$ cat src/sv/entropic_softmin_column_lse_defines.svh
// assertion macros shared by the column log-sum-exp block
`ifndef ENTROPIC_SOFTMIN_COLUMN_LSE_DEFINES_SVH
`define ENTROPIC_SOFTMIN_COLUMN_LSE_DEFINES_SVH
`ifndef SYNTHESIS
`define ESL_ASSERT_IMP(label, clk, rst, ante, cons, msg) \
  label: assert property (@(posedge clk) disable iff (rst) (ante) |-> (cons)) \
    else $error(msg);
`define ESL_ASSERT_NXT(label, clk, rst, ante, cons, msg) \
  label: assert property (@(posedge clk) disable iff (rst) (ante) |=> (cons)) \
    else $error(msg);
`else
`define ESL_ASSERT_IMP(label, clk, rst, ante, cons, msg)
`define ESL_ASSERT_NXT(label, clk, rst, ante, cons, msg)
`endif
`endif

$ cat src/sv/esl_pkg.sv
package esl_pkg;

  localparam int FRAC_BITS = 16;
  localparam int SUM_WIDTH = 48;
  localparam int QB = 30;
  localparam int POS_W = $clog2(SUM_WIDTH);

  localparam logic [30:0] LOG2E_Q30 = 31'd1549082005;
  localparam logic [29:0] LN2_Q30 = 30'd744261118;
  localparam logic [30:0] Q30_ONE = 31'h40000000;

  // exp argument below 32.0, u = n + fr in q30
  localparam int AW = FRAC_BITS + 5;
  localparam int UW = AW + 31 - FRAC_BITS;
  localparam int NW = UW - QB;
  localparam int EW = FRAC_BITS + 1;
  localparam int LN30_W = POS_W + 31;
  localparam int LN_W = LN30_W - (QB - FRAC_BITS);
  localparam int YW = 34;

  localparam logic [SUM_WIDTH-1:0] ONE_SUM = {{(SUM_WIDTH-1){1'b0}}, 1'b1} << FRAC_BITS;
  localparam logic [EW-1:0] EXP_ONE = {1'b1, {FRAC_BITS{1'b0}}};
  localparam logic [32:0] EXP_LIMIT = 33'd32 << FRAC_BITS;

  localparam logic [3:0] HORNER_TERMS = 4'd8;
  localparam logic [4:0] SQ_STEPS = 5'd30;

  localparam logic [7:0] REG_EPS = 8'd0;
  localparam logic [7:0] REG_EPS_RECIP = 8'd1;

  typedef logic [4:0] op_t;
  localparam op_t OP_NOP     = 5'd0;
  localparam op_t OP_LOAD    = 5'd1;
  localparam op_t OP_MULX    = 5'd2;
  localparam op_t OP_CLAMPX  = 5'd3;
  localparam op_t OP_DIFF    = 5'd4;
  localparam op_t OP_EXPU    = 5'd5;
  localparam op_t OP_EXPG    = 5'd6;
  localparam op_t OP_HMUL    = 5'd7;
  localparam op_t OP_HDIV    = 5'd8;
  localparam op_t OP_HSUB    = 5'd9;
  localparam op_t OP_ESHIFT  = 5'd10;
  localparam op_t OP_RESCALE = 5'd11;
  localparam op_t OP_ACCUM   = 5'd12;
  localparam op_t OP_NINIT   = 5'd13;
  localparam op_t OP_NORM    = 5'd14;
  localparam op_t OP_SQINIT  = 5'd15;
  localparam op_t OP_SQ      = 5'd16;
  localparam op_t OP_LNA     = 5'd17;
  localparam op_t OP_LNB     = 5'd18;
  localparam op_t OP_FMUL    = 5'd19;
  localparam op_t OP_FOUT    = 5'd20;

  typedef struct packed {
    op_t        op;
    logic [3:0] k;
  } cmd_t;

  typedef struct packed {
    logic started;
    logic last;
    logic norm_done;
    logic out_free;
  } stat_t;

  // floor(2^32 / k), used for the horner divide by the term index
  function automatic logic [32:0] recip_k(input logic [3:0] k);
    logic [32:0] r;
    case (k)
      4'd1: r = 33'h100000000;
      4'd2: r = 33'd2147483648;
      4'd3: r = 33'd1431655765;
      4'd4: r = 33'd1073741824;
      4'd5: r = 33'd858993459;
      4'd6: r = 33'd715827882;
      4'd7: r = 33'd613566756;
      4'd8: r = 33'd536870912;
      default: r = 33'd0;
    endcase
    return r;
  endfunction

endpackage

$ cat src/sv/esl_ctrl.sv
`include "entropic_softmin_column_lse_defines.svh"

module esl_ctrl (
  input  logic            clk,
  input  logic            rst,
  input  logic            in_valid,
  output logic            in_ready,
  input  esl_pkg::stat_t  stat,
  output esl_pkg::cmd_t   cmd
);

  localparam logic [4:0] S_IDLE = 5'd0;
  localparam logic [4:0] S_X1   = 5'd1;
  localparam logic [4:0] S_X2   = 5'd2;
  localparam logic [4:0] S_D    = 5'd3;
  localparam logic [4:0] S_E1   = 5'd4;
  localparam logic [4:0] S_E2   = 5'd5;
  localparam logic [4:0] S_H1   = 5'd6;
  localparam logic [4:0] S_H2   = 5'd7;
  localparam logic [4:0] S_H3   = 5'd8;
  localparam logic [4:0] S_ESH  = 5'd9;
  localparam logic [4:0] S_A1   = 5'd10;
  localparam logic [4:0] S_A2   = 5'd11;
  localparam logic [4:0] S_CHK  = 5'd12;
  localparam logic [4:0] S_NI   = 5'd13;
  localparam logic [4:0] S_NORM = 5'd14;
  localparam logic [4:0] S_SQI  = 5'd15;
  localparam logic [4:0] S_SQ   = 5'd16;
  localparam logic [4:0] S_LA   = 5'd17;
  localparam logic [4:0] S_LB   = 5'd18;
  localparam logic [4:0] S_FM   = 5'd19;
  localparam logic [4:0] S_FO   = 5'd20;

  logic [4:0] state, state_next;
  logic [3:0] k, k_next;
  logic [4:0] sq_cnt, sq_cnt_next;

  assign in_ready = (state == S_IDLE);

  always_comb begin
    state_next = state;
    k_next = k;
    sq_cnt_next = sq_cnt;
    cmd.k = k;
    cmd.op = esl_pkg::OP_NOP;
    unique case (state)
      S_IDLE: begin
        if (in_valid) begin
          cmd.op = esl_pkg::OP_LOAD;
          state_next = S_X1;
        end
      end
      S_X1: begin
        cmd.op = esl_pkg::OP_MULX;
        state_next = S_X2;
      end
      S_X2: begin
        cmd.op = esl_pkg::OP_CLAMPX;
        state_next = S_D;
      end
      S_D: begin
        cmd.op = esl_pkg::OP_DIFF;
        state_next = stat.started ? S_E1 : S_CHK;
      end
      S_E1: begin
        cmd.op = esl_pkg::OP_EXPU;
        state_next = S_E2;
      end
      S_E2: begin
        cmd.op = esl_pkg::OP_EXPG;
        k_next = esl_pkg::HORNER_TERMS;
        state_next = S_H1;
      end
      S_H1: begin
        cmd.op = esl_pkg::OP_HMUL;
        state_next = S_H2;
      end
      S_H2: begin
        cmd.op = esl_pkg::OP_HDIV;
        state_next = S_H3;
      end
      S_H3: begin
        cmd.op = esl_pkg::OP_HSUB;
        k_next = k - 4'd1;
        state_next = (k == 4'd1) ? S_ESH : S_H1;
      end
      S_ESH: begin
        cmd.op = esl_pkg::OP_ESHIFT;
        state_next = S_A1;
      end
      S_A1: begin
        cmd.op = esl_pkg::OP_RESCALE;
        state_next = S_A2;
      end
      S_A2: begin
        cmd.op = esl_pkg::OP_ACCUM;
        state_next = S_CHK;
      end
      S_CHK: begin
        state_next = stat.last ? S_NI : S_IDLE;
      end
      S_NI: begin
        cmd.op = esl_pkg::OP_NINIT;
        state_next = S_NORM;
      end
      S_NORM: begin
        cmd.op = esl_pkg::OP_NORM;
        if (stat.norm_done) begin
          state_next = S_SQI;
        end
      end
      S_SQI: begin
        cmd.op = esl_pkg::OP_SQINIT;
        sq_cnt_next = esl_pkg::SQ_STEPS;
        state_next = S_SQ;
      end
      S_SQ: begin
        cmd.op = esl_pkg::OP_SQ;
        sq_cnt_next = sq_cnt - 5'd1;
        state_next = (sq_cnt == 5'd1) ? S_LA : S_SQ;
      end
      S_LA: begin
        cmd.op = esl_pkg::OP_LNA;
        state_next = S_LB;
      end
      S_LB: begin
        cmd.op = esl_pkg::OP_LNB;
        state_next = S_FM;
      end
      S_FM: begin
        cmd.op = esl_pkg::OP_FMUL;
        state_next = S_FO;
      end
      S_FO: begin
        cmd.op = esl_pkg::OP_FOUT;
        if (stat.out_free) begin
          state_next = S_IDLE;
        end
      end
      default: begin
        state_next = S_IDLE;
      end
    endcase
  end

  always_ff @(posedge clk) begin
    if (rst) begin
      state <= S_IDLE;
      k <= 4'd0;
      sq_cnt <= 5'd0;
    end else begin
      state <= state_next;
      k <= k_next;
      sq_cnt <= sq_cnt_next;
    end
  end

  `ESL_ASSERT_NXT(a_load_starts, clk, rst, in_valid && in_ready, state == S_X1, "accepted beat did not start")
  `ESL_ASSERT_IMP(a_k_range, clk, rst, state == S_H1 || state == S_H2 || state == S_H3, k != 4'd0 && k <= esl_pkg::HORNER_TERMS, "horner index out of range")
  `ESL_ASSERT_IMP(a_sq_cnt, clk, rst, state == S_SQ, sq_cnt != 5'd0, "squaring count ran out")
  `ESL_ASSERT_NXT(a_out_done, clk, rst, state == S_FO && stat.out_free, state == S_IDLE, "result store did not finish")

endmodule

$ cat config.mk
export PLATFORM = sky130hd
export DESIGN_NAME = esl_ctrl
export DESIGN_NICKNAME = d
export VERILOG_FILES = /design/src/sv/esl_pkg.sv /design/src/sv/esl_ctrl.sv
export VERILOG_INCLUDE_DIRS = /design/src /design/src/sv
export SDC_FILE = /design/constraint.sdc
export NUM_CORES = 1
export LEC_CHECK = 0
export ABC_AREA = 1
export BUFFER_PORTS_ARGS = -buffer_cell sky130_fd_sc_hd__buf_2
export CORE_UTILIZATION = 49
export DETAILED_ROUTE_END_ITERATION = 12
export GPL_TIMING_DRIVEN = 0
export HOLD_SLACK_MARGIN = 0.06
export PLACE_DENSITY = 0.82
export SYNTH_ARGS = -nofsm -noshare
export SYNTH_HDL_FRONTEND = slang
export SYNTH_SLANG_ARGS = --single-unit
$ cat constraint.sdc
create_clock -name clk -period 1.4 [get_ports clk]
set_clock_uncertainty 0.2 [all_clocks]
set_input_delay 0.28 -clock clk [delete_from_list [all_inputs] [get_ports clk]]
set_output_delay 0.28 -clock clk [all_outputs]
set_load 0.005 [all_outputs]
==> metrics.md, run 1 <==
| Metric | Value |
|---|---|
| Worst hold path depth | `4` |
| PortBufs | `15` |
| Leak Pwr | `0.751 nW` |
| Logic pwr share | `between 40% and 50%` |
| Synth Area in XOR/XNOR | `2.63%` |
| Top Layer Used | `met4` |
| Worst-path fanout max | `6` |
| Total CTS buffers | `3` |
| Seq/Total Area, Yosys | `28.1%` |
| Maximum vdd drop | `0.000679 V` |
| Commonest non-fill, non-tap cell in the layout | `nand2_1` |
| Final period util | `136%` |
| R2R depth | `9` |
| Post-route antenna net violation count | `0` |
| Leading cell types in the layout, fill and taps excluded | `21 x nand2_1, 19 x nor2_1, 17 x inv_1` |
| Fin worst setup slack | `-0.507 ns` |
| Grt total ovfl | `0` |
| CTS tree | `built` |
| RSZ-0062 raised after global routing | `true` |
| Post-Synth Simple-Gate Area | `between 30% and 40%` |
| Synth warnings | `0` |
| Met3 Routed Length | `418 um` |
| P&R area growth vs syn | `56.1%` |
| Post-synthesis mux area share | `0%` |
| Vias in the first global route | `1060` |
| Slew @ Worst Pin | `0.458 ns` |
| Critical R2R Launch | `state[1]$_SDFFE_PP0P_` |
| Placed cell area | `roughly 1100 um2` |
| Syn_area_per_cell | `slightly above 6 um2` |
| Switching pwr | `0.000572 W` |
| Synthesized Nets | `between 150 and 200` |
| Avg WL per Cell | `17.2 um` |
| Startpoint Class | `flip-flop` |
| Row count | `15` |
| Status | `finished with violations` |
| Worst hold endpoint | `state[4]$_SDFFE_PP0P_` |
| Clock buffer depth | `2` |
| Initial DRC Count | `102` |
| Seq cells post-synth | `14` |
| Die H | `47.1 um` |
| Reg clk slew, reported paths | `0.09 ns` |
| # clock sinks | `14` |
| Global-route total usage across every layer | `approximately 29%` |
| Largest net degree at the start of global routing | `11` |
| Layout cells sized above 1 | `48.2%` |
| DP HPWL | `1940 um` |
| Final WL | `approximately 3800 um` |
| Complex-gate fraction of the synthesized area | `roughly 16%` |
| Combinational family with the most area after synthesis | `simple AND/OR/NAND/NOR gates` |
| Switching share of power | `40.7%` |
| Place WS | `-0.260 ns` |
| Clock power share | `21.4%` |
| # IOs | `17` |
| Die Area | `between 2000 and 2500 um2` |
| Root Driver | `clkbuf_4` |
| WP data required | `0.92 ns` |
| Unique masters post-synth | `24` |
| Max-Cap Viols | `0` |
| Crit path capture type | `output pin` |
| Met1 WL | `1350 um` |
| First drt pass iteration count | `5` |
| Final slew viol count | `0` |
| Hold path start | `stat[0]` |
| Final Critical Period | `1.91 ns` |
| Met2 WL | `around 1900 um` |
| Power Internal | `0.000832 W` |
| Worst skew pair latency | `0.29 ns` |
| CP Class | `flip-flop to output pin` |
| Failing checks | `negative setup slack` |
| Starting Density | `a little over half` |
| Fmax | `between 0.5 and 0.6 GHz` |
| H-Tree Depth | `1` |
| Via density | `a little over 6` |
| Cell Area, Synth | `997 um2` |
| Reg-to-Reg End | `state[0]$_SDFFE_PP0P_` |
| Sequential cell fraction of total power | `34.0%` |
| Gpl congestion | `0.904` |
| Core Region | `1820 um2` |
| Worst R2R Setup Slack | `-0.28 ns` |
| Pwr Density | `902 nW/um2` |
| Critical Path AT | `1.43 ns` |
| Cells after synthesis | `roughly 160` |
| Setup violations, final | `18` |
| Final Hold Fails | `0` |
| Post-Synth Adder-Cell Area | `5.02%` |
| Final layout net count | `between 200 and 250` |
| Initial antenna violation count | `0` |
| Total number of vias | `1383` |
| First-pass GRT wire length | `4510 um` |
| Worst Hold Class | `input port to flip-flop` |
| Drt drc | `0` |
| Antenna cells | `0` |
| Slew HR | `69.5%` |
| Final instance area | `~1600 um2` |
| Die width | `47.1 um` |
==> cell type report <==
cell class / count / area, um2
multi-input combinational: 123 / 842
sequential: 14 / 300
fill: 97 / 264
timing repair buffer: 32 / 234
inverter: 25 / 109
clock buffer: 4 / 36.3
tap: 25 / 31.3
buffer: 1 / 3.75
==> state kept, by name (all words and copies together) (netlist names) <==
register / flops
state: 5
sq_cnt: 5
k: 4
==> cells in the mapped netlist <==
cell type	n	area (um2)
nor2_4	2	22.5
ha_1	4	50.1
nand2_2	1	6.26
nand3_2	2	20.0
inv_1	19	71.3
xor2_1	2	17.5
o2111ai_1	1	8.76
clkbuf_1	1	3.75
o21ai_1	2	10.0
nand2_1	35	131
nand3_1	9	45.0
or2_0	1	6.26
a211oi_1	2	15.0
nor2_1	29	109
nor3_1	4	20.0
nor2_2	2	12.5
o21ai_0	11	55.1
dfxtp_1	14	280
o211ai_1	1	7.51
inv_2	6	22.5
xnor2_1	1	8.76
a31oi_1	1	6.26
nand4_1	2	12.5
a21oi_1	11	55.1
==> critical path, stage by stage, from the launching register on <==
cell and delay [ns]:
dfxtp_4 0.40, nor2_2 0.20, nand2_1 0.11, nor2_2 0.20, a211oi_2 0.05, nand2_1 0.07
buf_2 0.11
==> cells by family after synthesis <==
kind of cell               Yosys count
AOI/OAI and AO/OA                   29
xor gates and xnor gates             3
adders and majority gates            4
buffers and inverters               26
DFF                                 14
and+or+nand+nor                     87
==> power groups by stage <==
stage	registers, W	clock network (W)	logic, W
CTS	0.000478	0.000291	0.000411
global route	0.000482	0.000313	0.000657
finish	0.000478	0.000301	0.000625
global placement	0.000470	0	0.000335
floorplan	0.000465	0	0.000240
detailed placement	0.000473	0	0.000348
==> metal layers <==
metal	vias to the layer above	track usage, %
met5	-	0
met4	0	10.3
met3	35	5.38
met2	114	50.3
met1	637	35.1
li1	597	-
==> through the flow <==
stage | total power (W) | setup TNS [ns] | util (%) | hold slack [ns] | std cells
after floorplan | 0.000704 | 0 | - | 0.269 | 163
final | 0.00140 | -4.60 | 85.5 | 0.169 | 224
after global routing | 0.00145 | -5.61 | 85.5 | 0.190 | 224
after global placement | 0.000805 | -2.08 | 60.8 | 0.275 | 203
after detailed placement | 0.000821 | -2.71 | 60.8 | 0.283 | 203
after CTS | 0.00118 | -3.70 | 72.3 | 0.131 | 213
==> worst max-delay path by stage <==
stage	start	to	cells after the start	slack [ns]
after floorplan	state[1]$_SDFFE_PP0P_	cmd[6]	6	0.009
after global placement	state[3]$_SDFFE_PP0P_	cmd[4]	6	-0.23
after detailed placement	state[3]$_SDFFE_PP0P_	cmd[4]	6	-0.26
after CTS	state[0]$_SDFFE_PP0P_	cmd[6]	6	-0.41
after global routing	state[4]$_SDFFE_PP0P_	cmd[4]	6	-0.55
final	state[2]$_SDFFE_PP0P_	cmd[6]	6	-0.51
==> timing repair <==
item / CTS / global route
buffers inserted: 6 / 12
pin swaps: 6 / 13
setup endpoints to repair: 19 / 19
hold buffers: 0 / 0
gates resized for setup: 39 / 45
No activity file was read; power rests on OpenSTA's default activity.
==> run 2, diff against run 1 <==
--- a/config.mk
+++ b/config.mk
@@ -13,6 +13,7 @@
 export GPL_TIMING_DRIVEN = 0
 export HOLD_SLACK_MARGIN = 0.06
 export PLACE_DENSITY = 0.82
+export REMOVE_ABC_BUFFERS = 1
 export SYNTH_ARGS = -nofsm -noshare
 export SYNTH_HDL_FRONTEND = slang
 export SYNTH_SLANG_ARGS = --single-unit
==> run 2 against run 1 <==
  * The run still ends with negative setup slack left
  * Wire length decreased by 1.8%
  * Power fell by 0.39%
  * Hold slack lost 0.088 ns
  * Via count decreased by 2.2%
  * Cell area shrank 1.8%
  * Combinational power shrank 4.5%
  * Largest cell class unchanged
  * Register-to-register slack got worse by 0.03 ns
  * Critical path depth is the same
==> metrics.md, run 2 (synthesized netlist as in run 1, its figures left out) <==
| Metric | Value |
|---|---|
| Worst hold path depth | `2 (-2)` |
| Fin worst setup slack | `-0.505 ns (+0.00200 ns)` |
| Pwr Density | `915 nW/um2 (+1.5%)` |
| Slew @ Worst Pin | `0.268 ns (-0.190 ns)` |
| DP Cell Count | `203 (unchanged)` |
| CP cell instances | `nor2_4 -> nand2_2 -> nor2_2 -> a211oi_2 -> nand2_1 -> buf_2` |
| Fmax | `0.525 GHz (+0.11%)` |
| Biggest regs | `sq_cnt (5), state (5), k (4)` |
| Post-route antenna net violation count | `0 (unchanged)` |
| Drt drc | `0 (unchanged)` |
| Leading cell types in the layout, fill and taps excluded | `22 x nand2_1, 18 x nor2_1, 16 x inv_1, 16 x buf_2, 16 x buf_4` |
| Total number of vias | `1352 (-2.2%)` |
| RSZ-0062 raised after global routing | `true` |
| PortBufs | `16 (+1)` |
| Clock power share | `22.0% (+0.6 points)` |
| DP HPWL | `1890 um (-2.3%)` |
| CP top delay family | `simple AND/OR/NAND/NOR gates` |
| Avg WL per Cell | `16.7 um (-3.1%)` |
| Worst Hold Class | `input port to flip-flop` |
| Final WL | `3780 um (-1.8%)` |
| Final instance count without filler cells | `227 (+1.3%)` |
| Global-route total usage across every layer | `33.1% (+4.4 points)` |
| Switching share of power | `40.2% (-0.51 points)` |
| Final layout net count | `214 (+1.4%)` |
| CTS tree | `built` |
| Max-Cap Viols | `0 (unchanged)` |
| CP Class | `flip-flop to output pin` |
| # clock sinks | `14 (unchanged)` |
| Filler Cell Count | `98 (+1.0%)` |
| Final Hold Fails | `0 (unchanged)` |
| Leak Pwr | `0.735 nW (-2.2%)` |
| P&R area growth vs syn | `53.2%` |
| Die H | `47.1 um (unchanged)` |
| Critical Path AT | `1.42 ns (about the same)` |
| Clock buffer depth | `2 (unchanged)` |
| Switching pwr | `0.000563 W (-1.6%)` |
| Gpl congestion | `0.897 (-0.75%)` |
| # IOs | `17 (unchanged)` |
| Die Area | `2220 um2 (unchanged)` |
| Core Region | `1820 um2 (unchanged)` |
| Final slew viol count | `0 (unchanged)` |
| Slew HR | `82.0% (+13 points)` |
| Maximum vdd drop | `0.000751 V (+11%)` |
| Initial DRC Count | `99 (-2.9%)` |
| Row count | `15 (unchanged)` |
| Worst-path fanout max | `5 (-1)` |
| Hold Slack | `0.0811 ns (-0.0878 ns)` |
| Worst skew pair latency | `0.30 ns (about the same)` |
| H-Tree Depth | `1 (unchanged)` |
| Layout cells sized above 1 | `46.5% (-1.7 points)` |
| Sequential cell fraction of total power | `35.3% (+1.3 points)` |
| Post-route setup TNS | `-5.60 ns (-1.00 ns)` |
| Largest net degree at the start of global routing | `11 (unchanged)` |
| Grt total ovfl | `0 (unchanged)` |
| Starting Density | `54.8% (unchanged)` |
| Failing checks | `negative setup slack` |
| Startpoint Class | `flip-flop` |
| Crit path capture type | `output pin` |
| Final Critical Period | `1.90 ns (-0.00200 ns)` |
| First drt pass iteration count | `7 (+2)` |
| Root Driver | `clkbuf_4` |
| Vias in the first global route | `1162 (+9.6%)` |
| Hold_buf cts | `0 (unchanged)` |
| Total CTS buffers | `3 (unchanged)` |
| Register area | `299 um2 (-0.42%)` |
| Status | `finished with violations` |
| Antenna cells | `0 (unchanged)` |
| Reg clk slew, reported paths | `0.09 ns (about the same)` |
| Via density | `5.96 (-3.5%)` |
| Crit-path slowest cell | `dfxtp_4` |
| Setup violations, final | `20 (+2)` |
| Die width | `47.1 um (unchanged)` |
| Logic pwr share | `42.7% (-1.8 points)` |
| CP max stage delay | `0.40 ns (about the same)` |
| Final period util | `136% (-0.14 points)` |
| Initial antenna violation count | `0 (unchanged)` |
| Worst path bufs/invs | `1 (unchanged)` |
| First-pass GRT wire length | `5110 um (+13%)` |
| Multi-input combinational cell area | `810 um2 (-3.9%)` |
| Commonest non-fill, non-tap cell in the layout | `nand2_1` |
| WP data required | `0.92 ns (about the same)` |
| R2R depth | `8 (-1)` |
| Power Internal | `0.000836 W (+0.47%)` |
| Critical Path Stages | `6 (unchanged)` |
## run 2: routing by layer
| layer | vias up | global-route usage (%) | share of wire [%] |
|---|---|---|---|
| met3 | 21 | 8.46 | 8.3 |
| met1 | 616 | 39.2 | 38 |
| met5 | - | 0 | 0 |
| met4 | 0 | 16.0 | 4.3 |
| met2 | 105 | 55.8 | 49 |
| li1 | 610 | - | - |
## run 2: repair_timing
item | 4_1_cts | 5_1_grt
pin swaps | 15 | 8
setup buffers | 13 | 7
setup endpoints to repair | 20 | 20
gates resized for setup | 63 | 11
gates cloned | 0 | 0
## run 2: path summary, 6_finish.rpt
path,start,end,slack (ns)
max,state[1]$_SDFFE_PP0P_,cmd[6],-0.50
min,rst,k[3]$_SDFFE_PP0P_,0.08
max reg2reg,state[1]$_SDFFE_PP0P_,sq_cnt[2]$_SDFFE_PP0P_,-0.31
min reg2reg,k[2]$_SDFFE_PP0P_,k[2]$_SDFFE_PP0P_,0.31
## run 2: stage by stage
step	setup WS [ns]	total power, W	util, %	instance area [um2]
2_1_floorplan	-0.0292	0.000699	-	993
3_3_place_gp	-0.276	0.000804	60.7	1100
3_5_place_dp	-0.296	0.000816	60.7	1100
4_1_cts	-0.414	0.00129	79.1	1440
5_1_grt	-0.551	0.00145	83.9	1530
6_report	-0.505	0.00140	83.9	1530
## run 2: cell type report
class | instances | share of cell area, %
repair buffers | 36 | 16.1
flip-flops and latches | 14 | 19.6
multi-input cells | 123 | 53.0
well taps | 25 | 2.05
inverters | 25 | 6.96
clock buffers | 4 | 2.38
## run 2: power groups by stage
stage	clock (W)	combinational, W	sequential (W)
3_3_place_gp	0	0.000336	0.000468
6_report	0.000307	0.000597	0.000494
4_1_cts	0.000305	0.000504	0.000486
3_5_place_dp	0	0.000346	0.000470
2_1_floorplan	0	0.000236	0.000463
5_1_grt	0.000320	0.000631	0.000495
==> run 3, diff against run 2 <==
--- a/config.mk
+++ b/config.mk
@@ -8,6 +8,7 @@
 export LEC_CHECK = 0
 export ABC_AREA = 1
 export BUFFER_PORTS_ARGS = -buffer_cell sky130_fd_sc_hd__buf_2
+export CORE_MARGIN = 3
 export CORE_UTILIZATION = 49
 export DETAILED_ROUTE_END_ITERATION = 12
 export GPL_TIMING_DRIVEN = 0
==> constraint.sdc (replaced) <==
create_clock -name clk -period 1.4 [get_ports clk]
set_clock_uncertainty 0.2 [all_clocks]
set_input_delay 0.07 -clock clk [delete_from_list [all_inputs] [get_ports clk]]
set_output_delay 0.07 -clock clk [all_outputs]
set_load 0.005 [all_outputs]
==> run 3 against run 2 <==
  * Largest power group unchanged
  * Register-to-register slack gained 0.07 ns
  * Cell area decreased by 4.2%
  * The run still ends with negative setup slack left
  * Combinational power decreased by 16%
  * Via count is 8.2% lower
  * Critical path type unchanged
  * Utilization fell by 3.5 points
  * Wire length fell by 19%
  * Largest cell class unchanged
  * First-iteration DRC count fell by 60%
  * Sequential share of layout area grew 0.85 points
  * Critical path depth down 1
  * Flip-flop and latch count unchanged
  * Die area increased by 18%
==> metrics.md, run 3 (synthesized netlist as in run 1, its figures left out) <==
| Metric | Value |
|---|---|
| Layout cells sized above 1 | `41.1% (-5.4 points)` |
| Filler Cell Count | `129 (+32%)` |
| Die H | `51.1 um (+8.5%)` |
| Biggest regs | `sq_cnt (5), state (5), k (4)` |
| Worst hold path depth | `7 (+5)` |
| Pwr Density | `878 nW/um2 (-4.1%)` |
| Worst-path fanout max | `5 (unchanged)` |
| Fin worst setup slack | `-0.318 ns (+0.187 ns)` |
| First drt pass iteration count | `4 (-3)` |
| Worst R2R Setup Slack | `-0.24 ns (+0.07 ns)` |
| Fmax | `0.582 GHz (+11%)` |
| DP Cell Count | `203 (unchanged)` |
| Failing checks | `negative setup slack` |
| Final instance area | `1460 um2 (-4.2%)` |
| Initial antenna violation count | `0 (unchanged)` |
| CP max stage delay | `0.40 ns (about the same)` |
| Post-route antenna net violation count | `0 (unchanged)` |
| Leak Pwr | `0.702 nW (-4.5%)` |
| Row count | `15 (unchanged)` |
| Final Hold Fails | `0 (unchanged)` |
| # IOs | `17 (unchanged)` |
| Maximum vdd drop | `0.000751 V (about the same)` |
| Drt drc | `0 (unchanged)` |
| WP data required | `1.13 ns (+0.21 ns)` |
| Final instance count without filler cells | `222 (-2.2%)` |
| Antenna cells | `0 (unchanged)` |
| Crit-path slowest cell | `dfxtp_4` |
| Leading cell types in the layout, fill and taps excluded | `25 x nand2_1, 21 x nor2_1, 17 x inv_1` |
| Largest net degree at the start of global routing | `11 (unchanged)` |
| Setup violations, final | `18 (-10%)` |
| First-pass GRT wire length | `4620 um (-9.6%)` |
| Slew HR | `83.4% (+1.4 points)` |
| Root Driver | `clkbuf_4` |
| Worst skew pair latency | `0.29 ns (about the same)` |
| Final slew viol count | `0 (unchanged)` |
| Worst Hold Class | `input port to flip-flop` |
| CP cell instances | `nor2_4 -> nor2_1 -> a211oi_2 -> nand2_1 -> buf_2` |
| Worst hold endpoint | `state[0]$_SDFFE_PP0P_` |
| Global-route total usage across every layer | `23.2% (-9.9 points)` |
| Critical Path AT | `1.45 ns (+0.03 ns)` |
| H-Tree Depth | `1 (unchanged)` |
| Initial DRC Count | `40 (-60%)` |
| Hold Slack | `0.0638 ns (-0.0173 ns)` |
| Reg clk slew, reported paths | `0.09 ns (about the same)` |
| Die Area | `2610 um2 (+18%)` |
| Final period util | `123% (-13 points)` |
| CP top delay family | `simple AND/OR/NAND/NOR gates` |
| P&R area growth vs syn | `46.8%` |
| Reg-to-Reg End | `sq_cnt[2]$_SDFFE_PP0P_` |
| Grt total ovfl | `0 (unchanged)` |
| Hold path start | `stat[2]` |
| Crit path capture type | `output pin` |
| Clock buffer depth | `2 (unchanged)` |
| Via density | `5.59 (-6.1%)` |
| Final layout net count | `209 (-2.3%)` |
| Avg WL per Cell | `13.8 um (-17%)` |
| Worst path bufs/invs | `1 (unchanged)` |
| Core Region | `1820 um2 (unchanged)` |
| RSZ-0062 raised after global routing | `true` |
| Final Critical Period | `1.72 ns (-0.187 ns)` |
| # clock sinks | `14 (unchanged)` |
| Placed cell area | `1100 um2 (unchanged)` |
| PortBufs | `16 (unchanged)` |
| Startpoint Class | `flip-flop` |
| Commonest non-fill, non-tap cell in the layout | `nand2_1` |
| CP Class | `flip-flop to output pin` |
| Final WL | `3070 um (-19%)` |
| Max-Cap Viols | `0 (unchanged)` |
| Status | `finished with violations` |
| Vias in the first global route | `1060 (-8.8%)` |
| Die width | `51.1 um (+8.5%)` |
| Total CTS buffers | `3 (unchanged)` |
| DP HPWL | `1910 um (+0.91%)` |
| Total number of vias | `1241 (-8.2%)` |
| R2R depth | `8 (unchanged)` |
| Critical R2R Launch | `state[1]$_SDFFE_PP0P_` |
| Slew @ Worst Pin | `0.248 ns (-0.0199 ns)` |
| CTS tree | `built` |
| Starting Density | `54.8% (unchanged)` |
| Gpl congestion | `0.869 (-3.1%)` |
-- run 3: changes by cell type in the layout (fill, tap and decap cells not counted), sizes merged --
cell	change
buf	-10
dlygate4sd3	+5
-- run 3: layout make-up --
class	count	area [um2]	area share, %
inverters	25	98.8	6.75
clock buffers	4	36.3	2.48
multi-input cells	123	782	53.4
repair buffers	31	216	14.8
well taps	25	31.3	2.14
flip-flops and latches	14	299	20.4
-- run 3: metrics by stage --
stage | setup slack [ns] | power (W) | TNS (ns) | utilization (%)
floorplan | 0.0426 | 0.000699 | 0 | -
global placement | -0.163 | 0.000804 | -1.42 | 60.7
detailed placement | -0.189 | 0.000813 | -1.80 | 60.7
CTS | -0.221 | 0.00118 | -2.09 | 72.8
global route | -0.426 | 0.00136 | -5.23 | 80.4
finish | -0.318 | 0.00128 | -3.66 | 80.4
-- run 3: metal layers --
layer / wire, um / global-route usage [%] / up-vias
met4: 59 / 6.73 / 0
met2: 1570 / 40.6 / 68
met1: 1230 / 28.4 / 563
li1: - / - / 597
met3: 204 / 4.96 / 13
met5: 0 / 0 / -
-- run 3: worst max-delay path by stage --
| stage | from | endpoint | slack [ns] | cells after the start |
|---|---|---|---|---|
| 4_1_cts | state[0]$_SDFFE_PP0P_ | cmd[5] | -0.22 | 6 |
| 6_report | state[1]$_SDFFE_PP0P_ | cmd[6] | -0.32 | 5 |
| 3_5_place_dp | state[0]$_SDFFE_PP0P_ | sq_cnt[3]$_SDFFE_PP0P_ | -0.19 | 7 |
| 5_1_grt | state[4]$_SDFFE_PP0P_ | cmd[7] | -0.43 | 6 |
| 2_1_floorplan | state[1]$_SDFFE_PP0P_ | sq_cnt[4]$_SDFFE_PP0P_ | 0.04 | 6 |
| 3_3_place_gp | state[3]$_SDFFE_PP0P_ | state[2]$_SDFFE_PP0P_ | -0.16 | 8 |
-- run 3: tightest hold or removal path: stages --
cell	delay (ns)
buf_2	0.09
nand2_2	0.05
nor2_1	0.08
nor2_1	0.06
nand3_1	0.07
nand2_1	0.05
nor2_1	0.07
-- run 3: repair_timing --
action	in CTS	in global routing
setup buffers	3	7
gates resized for setup	43	21
setup endpoints to repair	20	19
pin swaps	9	6
hold buffers	5	0
endpoints found under the hold margin	10	0
-- run 3: report_power, final --
part	switching [W]	total (W)	leakage, nW	internal [W]
clock network	0.000139	0.000297	0.0210	0.000158
registers	0.0000586	0.000484	0.117	0.000425
logic	0.000287	0.000504	0.564	0.000216
